[src/design/sbm_pkg.sv]
// sbm_pkg: shared types, codes and constants of the serial bank mapper
// no dependencies; imported by every module of the mapper
`default_nettype none

package sbm_pkg;

  // access space codes carried in the input tuser
  typedef enum logic [1:0] {
    SPACE_CHR = 2'd0,
    SPACE_PRG_ROM = 2'd1,
    SPACE_PRG_RAM = 2'd2,
    SPACE_NONE = 2'd3
  } space_e;

  // target memory codes carried in the output tuser
  typedef enum logic [1:0] {
    TGT_CHR_ROM = 2'd0,
    TGT_CHR_RAM = 2'd1,
    TGT_PRG_ROM = 2'd2,
    TGT_PRG_RAM = 2'd3
  } target_e;

  // serial load destination, chosen by bus address bits 14:13
  typedef enum logic [1:0] {
    SEL_CONTROL = 2'd0,
    SEL_CHR_LOW = 2'd1,
    SEL_CHR_HIGH = 2'd2,
    SEL_PRG_BANK = 2'd3
  } reg_sel_e;

  // program banking modes held in control bits 3:2
  typedef enum logic [1:0] {
    PRG_SWITCH_32K = 2'd0,
    PRG_SWITCH_32K_ALT = 2'd1,
    PRG_FIX_FIRST = 2'd2,
    PRG_FIX_LAST = 2'd3
  } prg_mode_e;

  // configuration register indexes (byte address 4*i)
  localparam logic CFG_PRG_BANK_COUNT = 1'b0;
  localparam logic CFG_PRG_RAM_BASE = 1'b1;

  localparam int unsigned AddrW = 16;
  localparam int unsigned DataW = 8;
  localparam int unsigned OffsetW = 18;
  localparam int unsigned BankW = 5;
  localparam int unsigned RamBaseW = 15;
  localparam int unsigned PaddrW = 3;

  localparam logic [BankW-1:0] ControlReset = 5'h0C;
  localparam logic [BankW-1:0] BankCountReset = 5'd8;
  localparam logic [2:0] ShiftLast = 3'd4;

  // bank and control registers loaded through the serial port
  typedef struct packed {
    logic [BankW-1:0] control;
    logic [BankW-1:0] chr_low;
    logic [BankW-1:0] chr_high;
    logic [BankW-1:0] prg_bank;
  } bank_regs_t;

  // one decoded bus access
  typedef struct packed {
    logic [1:0] mode;
    logic is_write;
    logic [AddrW-1:0] addr;
    logic [DataW-1:0] data;
  } access_t;

endpackage

`default_nettype wire

[src/design/serial_bank_mapper.sv]
// serial_bank_mapper: bank-switching cartridge mapper with a serial register port
// pipeline: an input transfer passes through the input register, then the result register
// throughput: one access per cycle; the result register holds while the master side stalls
// reset: rst_ni clears valids and shifter, control to 0x0C, banks to 0, bank count to 8
// depends on sbm_pkg, sbm_serial_port, sbm_translate
`default_nettype none

module serial_bank_mapper (
  input  wire logic clk_i,
  input  wire logic rst_ni,
  // input access stream
  input  wire logic s_axis_tvalid,
  output logic s_axis_tready,
  input  wire logic [23:0] s_axis_tdata,  // bus_address[15:0], write_data[23:16]
  input  wire logic [2:0] s_axis_tuser,   // mode[1:0], is_write[2]
  // result stream
  output logic m_axis_tvalid,
  input  wire logic m_axis_tready,
  output logic [23:0] m_axis_tdata,       // phys_offset[17:0], mirror_mode[19:18], zero[23:20]
  output logic [3:0] m_axis_tuser,        // access_ok[0], target_memory[2:1], register_loaded[3]
  // configuration port
  input  wire logic psel,
  input  wire logic penable,
  input  wire logic pwrite,
  input  wire logic [sbm_pkg::PaddrW-1:0] paddr,
  input  wire logic [31:0] pwdata,
  output logic [31:0] prdata,
  output logic pready
);
  import sbm_pkg::*;

  logic in_valid_q;
  access_t in_q;
  logic advance;
  logic cfg_write;
  logic [BankW-1:0] bank_count_q;
  logic [RamBaseW-1:0] ram_base_q;
  bank_regs_t regs;
  logic [1:0] mirror_next;
  logic loaded;
  logic ok;
  logic [1:0] target;
  logic [OffsetW-1:0] offset;
  logic out_valid_q;
  logic out_ok_q;
  logic [1:0] out_target_q;
  logic [OffsetW-1:0] out_offset_q;
  logic [1:0] out_mirror_q;
  logic out_loaded_q;

  // configuration registers
  assign pready = 1'b1;
  assign cfg_write = psel && penable && pwrite;

  always_ff @(posedge clk_i or negedge rst_ni) begin
    if (!rst_ni) begin
      bank_count_q <= BankCountReset;
      ram_base_q <= '0;
    end else if (cfg_write) begin
      if (paddr[2] == CFG_PRG_BANK_COUNT) begin
        bank_count_q <= pwdata[BankW-1:0];
      end else begin
        ram_base_q <= pwdata[RamBaseW-1:0];
      end
    end
  end

  always_comb begin
    if (paddr[2] == CFG_PRG_BANK_COUNT) begin
      prdata = {{(32-BankW){1'b0}}, bank_count_q};
    end else begin
      prdata = {{(32-RamBaseW){1'b0}}, ram_base_q};
    end
  end

  // handshake: the input stage moves on when the result register is free or drains
  assign advance = in_valid_q && (!out_valid_q || m_axis_tready);
  assign s_axis_tready = !in_valid_q || advance;

  // input register
  always_ff @(posedge clk_i or negedge rst_ni) begin
    if (!rst_ni) begin
      in_valid_q <= 1'b0;
    end else if (s_axis_tready) begin
      in_valid_q <= s_axis_tvalid;
    end
  end

  always_ff @(posedge clk_i) begin
    if (s_axis_tready && s_axis_tvalid) begin
      in_q.mode <= s_axis_tuser[1:0];
      in_q.is_write <= s_axis_tuser[2];
      in_q.addr <= s_axis_tdata[15:0];
      in_q.data <= s_axis_tdata[23:16];
    end
  end

  sbm_serial_port u_serial_port (
    .clk_i(clk_i),
    .rst_ni(rst_ni),
    .fire_i(advance),
    .acc_i(in_q),
    .regs_o(regs),
    .mirror_next_o(mirror_next),
    .loaded_o(loaded)
  );

  sbm_translate u_translate (
    .acc_i(in_q),
    .regs_i(regs),
    .prg_bank_count_i(bank_count_q),
    .prg_ram_base_i(ram_base_q),
    .ok_o(ok),
    .target_o(target),
    .offset_o(offset)
  );

  // result register
  always_ff @(posedge clk_i or negedge rst_ni) begin
    if (!rst_ni) begin
      out_valid_q <= 1'b0;
    end else if (advance) begin
      out_valid_q <= 1'b1;
    end else if (m_axis_tready) begin
      out_valid_q <= 1'b0;
    end
  end

  always_ff @(posedge clk_i) begin
    if (advance) begin
      out_ok_q <= ok;
      out_target_q <= target;
      out_offset_q <= offset;
      out_mirror_q <= mirror_next;
      out_loaded_q <= loaded;
    end
  end

  assign m_axis_tvalid = out_valid_q;
  assign m_axis_tdata = {4'b0000, out_mirror_q, out_offset_q};
  assign m_axis_tuser = {out_loaded_q, out_target_q, out_ok_q};

endmodule

`default_nettype wire

[src/design/sbm_serial_port.sv]
// sbm_serial_port: five-bit serial shift register and the four bank registers
// depends on sbm_pkg
`default_nettype none

module sbm_serial_port (
  input  wire logic clk_i,
  input  wire logic rst_ni,
  input  wire logic fire_i,
  input  wire sbm_pkg::access_t acc_i,
  output sbm_pkg::bank_regs_t regs_o,
  output logic [1:0] mirror_next_o,
  output logic loaded_o
);
  import sbm_pkg::*;

  logic [BankW-1:0] shift_q, shift_d;
  logic [2:0] count_q, count_d;
  bank_regs_t regs_q, regs_d;
  logic port_write;
  logic [BankW-1:0] shifted;

  // serial writes are program rom writes at 0x8000 and above
  assign port_write = (acc_i.mode == SPACE_PRG_ROM) && acc_i.is_write && acc_i.addr[15];
  assign shifted = {acc_i.data[0], shift_q[BankW-1:1]};

  // next state of the shifter and the bank registers
  always_comb begin
    shift_d = shift_q;
    count_d = count_q;
    regs_d = regs_q;
    loaded_o = 1'b0;
    if (port_write) begin
      if (acc_i.data[7]) begin
        shift_d = '0;
        count_d = '0;
      end else if (count_q == ShiftLast) begin
        shift_d = '0;
        count_d = '0;
        loaded_o = 1'b1;
        unique case (reg_sel_e'(acc_i.addr[14:13]))
          SEL_CONTROL: regs_d.control = shifted;
          SEL_CHR_LOW: regs_d.chr_low = shifted;
          SEL_CHR_HIGH: regs_d.chr_high = shifted;
          SEL_PRG_BANK: regs_d.prg_bank = shifted;
          default: regs_d.prg_bank = shifted;
        endcase
      end else begin
        shift_d = shifted;
        count_d = count_q + 3'd1;
      end
    end
  end

  // state registers, updated once per transfer taken into the result stage
  always_ff @(posedge clk_i or negedge rst_ni) begin
    if (!rst_ni) begin
      shift_q <= '0;
      count_q <= '0;
      regs_q.control <= ControlReset;
      regs_q.chr_low <= '0;
      regs_q.chr_high <= '0;
      regs_q.prg_bank <= '0;
    end else if (fire_i) begin
      shift_q <= shift_d;
      count_q <= count_d;
      regs_q <= regs_d;
    end
  end

  assign regs_o = regs_q;
  assign mirror_next_o = regs_d.control[1:0];

endmodule

`default_nettype wire

[src/design/sbm_translate.sv]
// sbm_translate: address translation of one access to target memory and offset
// depends on sbm_pkg
`default_nettype none

module sbm_translate (
  input  wire sbm_pkg::access_t acc_i,
  input  wire sbm_pkg::bank_regs_t regs_i,
  input  wire logic [sbm_pkg::BankW-1:0] prg_bank_count_i,
  input  wire logic [sbm_pkg::RamBaseW-1:0] prg_ram_base_i,
  output logic ok_o,
  output logic [1:0] target_o,
  output logic [sbm_pkg::OffsetW-1:0] offset_o
);
  import sbm_pkg::*;

  logic [OffsetW-1:0] chr_off;
  logic [OffsetW-1:0] prg_off;
  logic [OffsetW-1:0] ram_off;
  logic [3:0] bank;
  logic [3:0] last_bank;
  logic [3:0] window;
  logic [RamBaseW:0] ram_sum;

  // character offset, one 8K bank or two 4K banks
  always_comb begin
    if (!regs_i.control[4]) begin
      chr_off = {1'b0, regs_i.chr_low[4:1], acc_i.addr[12:0]};
    end else if (!acc_i.addr[12]) begin
      chr_off = {1'b0, regs_i.chr_low, acc_i.addr[11:0]};
    end else begin
      chr_off = {1'b0, regs_i.chr_high, acc_i.addr[11:0]};
    end
  end

  // program rom offset, 32K or one of the fixed 16K modes
  assign bank = regs_i.prg_bank[3:0];
  assign last_bank = prg_bank_count_i[3:0] - 4'd1;

  always_comb begin
    window = bank;
    unique case (prg_mode_e'(regs_i.control[3:2]))
      PRG_FIX_FIRST: window = acc_i.addr[14] ? bank : 4'd0;
      PRG_FIX_LAST: window = acc_i.addr[14] ? last_bank : bank;
      default: window = bank;
    endcase
    if (!regs_i.control[3]) begin
      prg_off = {bank[3:1], acc_i.addr[14:0]};
    end else begin
      prg_off = {window, acc_i.addr[13:0]};
    end
  end

  // program ram offset from the window base
  assign ram_sum = {1'b0, prg_ram_base_i} + {{(RamBaseW-12){1'b0}}, acc_i.addr[12:0]};
  assign ram_off = {{(OffsetW-RamBaseW-1){1'b0}}, ram_sum};

  // select by space; no access gives a zero offset
  always_comb begin
    ok_o = 1'b0;
    offset_o = '0;
    unique case (space_e'(acc_i.mode))
      SPACE_CHR: begin
        target_o = acc_i.is_write ? TGT_CHR_RAM : TGT_CHR_ROM;
        if (acc_i.addr[15:13] == 3'b000) begin
          ok_o = 1'b1;
          offset_o = chr_off;
        end
      end
      SPACE_PRG_ROM: begin
        target_o = TGT_PRG_ROM;
        if (acc_i.addr[15] && !acc_i.is_write) begin
          ok_o = 1'b1;
          offset_o = prg_off;
        end
      end
      SPACE_PRG_RAM: begin
        target_o = TGT_PRG_RAM;
        if (acc_i.addr[15:13] == 3'b011 && !regs_i.prg_bank[4]) begin
          ok_o = 1'b1;
          offset_o = ram_off;
        end
      end
      default: target_o = TGT_CHR_ROM;
    endcase
  end

endmodule

`default_nettype wire

[config.mk]
export PLATFORM = sky130hd
export DESIGN_NAME = serial_bank_mapper
export DESIGN_NICKNAME = d
export VERILOG_FILES = /design/src/design/sbm_pkg.sv /design/src/design/serial_bank_mapper.sv /design/src/design/sbm_serial_port.sv /design/src/design/sbm_translate.sv
export SDC_FILE = /design/constraint.sdc
export NUM_CORES = 1
export LEC_CHECK = 0
export CAP_MARGIN = 20
export CELL_PAD_IN_SITES_DETAIL_PLACEMENT = 0
export CELL_PAD_IN_SITES_GLOBAL_PLACEMENT = 1
export CORE_ASPECT_RATIO = 1.2
export CORE_MARGIN = 1
export CORE_UTILIZATION = 54
export CTS_CLUSTER_SIZE = 30
export DETAILED_ROUTE_END_ITERATION = 10
export DONT_BUFFER_PORTS = 1
export PLACE_DENSITY_LB_ADDON = 0.1
export SKIP_LAST_GASP = 1
export SLEW_MARGIN = 20
export SYNTH_ARGS = -nofsm -noshare
export SYNTH_HDL_FRONTEND = slang
export SYNTH_SLANG_ARGS = --single-unit
[constraint.sdc]
create_clock -name clk_i -period 3.7 [get_ports clk_i]
set_input_delay 0.185 -clock clk_i [delete_from_list [all_inputs] [get_ports clk_i]]
set_output_delay 0.185 -clock clk_i [all_outputs]
set_load 0.01 [all_outputs]
==> run summary <==
The clock net in this run drives a total of 94 sinks. Total power per unit cell area: 456 nW/µm². The run gives 1.14 ns as the register-to-register setup slack.

Based on the critical path, the design can be clocked at up to 391 MHz. Global routing consumed, over all layers together, 22.7% of the routing resources. In this run the worst path has a maximum fanout of 5.

The total negative slack for setup checks was 0 ns. After detailed routing, the average wire length per cell comes to 18.1 µm. The clock root buffer master was clkbuf_8.

Remaining global-route overflow: 0. The final max-slew violation count was 0; the die outline width was 90.5 µm. In the final layout, the share of cells above drive strength 1 is 17.7%.

The startpoint type of the worst setup path was a register. The tools report the endpoint of the most critical register-to-register path as out_offset_q[10]. Setup repair after global routing left no endpoint under its margin.

In this run the cell area of the synthesized design comes to 5080 µm². The type of destination of the critical path was a register. Together, buffers and inverters on the worst path number 0. The cell with the largest stage delay on the worst path was fa_1. The tools report the number of violations reported at the end of detailed-routing iteration 0 as 123.

In this run, placement finished with an instance count of 533. The run finished with clean final reports. The clock passes through at most 2 buffers. For the number of placement rows, the log shows 38.

In this run the worst hold path is classified as input pin to register. In the final design database the tool counted 555 nets. Slew of the pin with the lowest slew margin: 0.604 ns. The startpoint identified for the worst hold timing path is m_axis_tready. The worst path needs 2.56 ns of the cycle, external delays included. The largest stage delay on the critical path is 0.44 ns. After synthesis, the cell types taking the most area are edfxtp_1, dfrtp_1, mux2_2. The die covers 9800 µm². The number of fillers in the final layout was 757; the detailed-routing iteration count for the pre-antenna-repair pass was 5. The number of gates resized after CTS was 0.

Measured in cells, the most critical reg-to-reg path has a length of 7. For the via total after detailed routing, the log shows 3,337. The chip height came out at 108 µm. The critical path is of the register to register type.

TritonCTS built the clock tree. The number of buffers inserted during clock tree synthesis is 9, and the number of enable flip-flop cells after synthesis is 45. The tools report the worst reg2reg path startpoint as in_q[8]. The maximum vdd drop came out at 0.000268 V. 132 I/O pins were placed.

After synthesis, the share of flip-flops with an asynchronous set or reset is 52.1%. For the worst slew margin relative to its limit, the log shows 59.3%. STA puts the critical path data arrival time at 2.68 ns. The clock transition at the registers of the reported paths is 0.09 ns, and the final total power is 2.59 mW. Summing the sequential cell areas from Yosys gives 50.8% of the chip area. Dividing the detail-routed via count by the number of cells gives 5.66.

Number of global-route vias before repair: 3,283. Entering global routing, the biggest net connects 50 pins. The tools report the non-filler instance count after layout as 590. The most frequent cell after synthesis was dfrtp_1.

The tools report the count of unique library cells instantiated by Yosys as 72. The count of port buffers added during placement was 0; the synthesis-to-finish area growth was 11.9%. The hold path endpoint was in_valid_q.

The critical path goes through ha_1 > fa_1 > a211oi_1 > o21ai_0 > a31oi_1 > mux2i_1 > nand2_1. The initial antenna violation count was 0. Summed over all instances, the cell type with the most area after synthesis is edfxtp_1. In the finished design, the share of the clock period the worst path needs comes to 69.1%. The standby leakage power was 2.41 nW; the cell count of the worst hold path was 2.

The core region is 9080 µm². The cell count after synthesis came out at 430. The depth of the CTS H-tree is 3, and the synthesized area per cell is 11.8 µm². Number of antenna cells inserted: 0. The Yosys step of the flow raised 0 warnings.

The logs give 0 for the number of endpoints failing setup at the final stage and 16.9 mm for the first-pass GRT wire length. Between clock sinks in the finished design, the worst skew comes to 0.00999 ns. The synthesized design contains 94 register bits. The congestion estimate from routability-driven global placement came to 0.846.

The required time reported for the critical path endpoint came out at 3.82 ns. The most critical setup path has its startpoint at in_q[8]. At the later pin of the worst-skew pair, clock insertion delay measures 0.36 ns. For this run, design rule violations remaining after detail routing come to 0. The count of endpoints failing hold in the final timing report was 0.

At the end of the flow the core is filled with cells to 62.6%. The cell family contributing the most delay on the critical path is compound AO/OA/AOI/OAI gates. The number of nets with antenna violations after detailed routing was 0. The most used flip-flop cell after synthesis was dfrtp_1. For the initial core utilization, the log shows 55.9%. Once detailed placement completed, the half-perimeter wirelength came to 7.46 mm. After synthesis, the largest area contributor takes up 26.6% of total cell area.

The commonest cells after synthesis are dfrtp_1, edfxtp_1, mux2_2. The run gives 0 as the number of violations of the max-capacitance limit. The routed design has 10.7 mm of wire.
[kinds of logic (layout without fill, tap and decap cells)]
logic type | count (synthesis) | count (layout) | share of synthesized area (%)
AOI/OAI and AO/OA | 88 | 88 | 12.4
xor gates and xnor gates | 7 | 7 | 1.21
adders and majority gates | 21 | 21 | 5.32
buffers and inverters | 53 | 73 | 6.18
DFF | 94 | 94 | 50.8
muxes | 50 | 50 | 11.3
other | 2 | 22 | 0.148
and+or+nand+nor | 115 | 115 | 12.6
[layer usage]
metal	part of all wire [%]	vias up	global-route usage, %	wire (µm)
met3	2.4	13	2.95	261
met1	43	1655	28.1	4580
met4	1.5	0	9.10	157
li1	-	1603	-	-
met2	53	66	40.4	5690
met5	0	-	0	0
[power breakdown]
part           switching (mW)  total (mW)  internal (mW)
combinational           0.334       0.599          0.264
sequential             0.0959        1.30           1.21
clock                   0.362       0.691          0.329
total                   0.792        2.59           1.80
[flip-flops by register name, summed over array words and instances (netlist names)]
register and count:
u_serial_port.count_q 3, u_serial_port.shift_q 4, out_target_q 2, out_ok_q 1
out_loaded_q 1, in_valid_q 1, out_mirror_q 2, in_q 21
bank_count_q 5, u_serial_port.regs_o 20, out_offset_q 18, ram_base_q 15
m_axis_tvalid 1
[layout make-up]
type	instances	area (µm²)	share of cell area, %
clock buffers	10	138	2.42
clock inverters	6	58.8	1.03
well taps	120	150	2.64
multi-input cells	303	2260	39.8
inverters	14	52.6	0.924
repair buffers	43	444	7.81
flip-flops and latches	94	2580	45.4
[cells in the final DEF (no fill, tap or decap), types with 5 or more instances in the layout]
| master | n |
|---|---|
| ha_1 | 20 |
| mux2i_1 | 5 |
| nor3_1 | 7 |
| nor2_1 | 16 |
| edfxtp_1 | 45 |
| conb_1 | 22 |
| inv_1 | 14 |
| a21o_1 | 10 |
| nand2_1 | 29 |
| dlygate4sd3_1 | 39 |
| and2_1 | 13 |
| nand3_1 | 11 |
| a21oi_1 | 11 |
| mux2_2 | 40 |
| dfrtp_1 | 46 |
| clkbuf_8 | 10 |
| a22oi_1 | 7 |
| o21ai_0 | 22 |
[worst register-to-register path, delay by kind of cell (launching register included)]
family | cells | cell delay [ns]
AO/OA/AOI/OAI | 3 | 0.93
adder cells (fa/ha/maj) | 2 | 0.68
AND/OR/NAND/NOR | 1 | 0.07
multiplexers | 1 | 0.23
flip-flops | 1 | 0.40
[stage by stage]
stage	cell area (µm²)	setup slack (ns)	hold slack (ns)
global route	5680	1.04	0.103
finish	5680	1.14	0.0992
detailed placement	5060	1.16	-0.109
global placement	5060	1.22	-0.110
floorplan	5150	1.43	-0.111
CTS	5670	1.14	0.0787
[worst max path at each step]
| stage | to | slack [ns] | cells past startpoint |
|---|---|---|---|
| final | out_offset_q[10] | 1.14 | 7 |
| after global routing | out_offset_q[13] | 1.04 | 6 |
| after CTS | out_offset_q[10] | 1.14 | 7 |
| after detailed placement | out_offset_q[10] | 1.16 | 7 |
| after global placement | out_offset_q[10] | 1.22 | 7 |
| after floorplan | out_offset_q[11] | 1.43 | 6 |
[timing repair]
| action | 4_1_cts | 5_1_grt |
|---|---|---|
| hold endpoints to repair | 92 | 0 |
| hold buffers | 40 | 0 |
| buffers inserted | 0 | 0 |
Note: power is estimated with default switching activity, not from simulation.
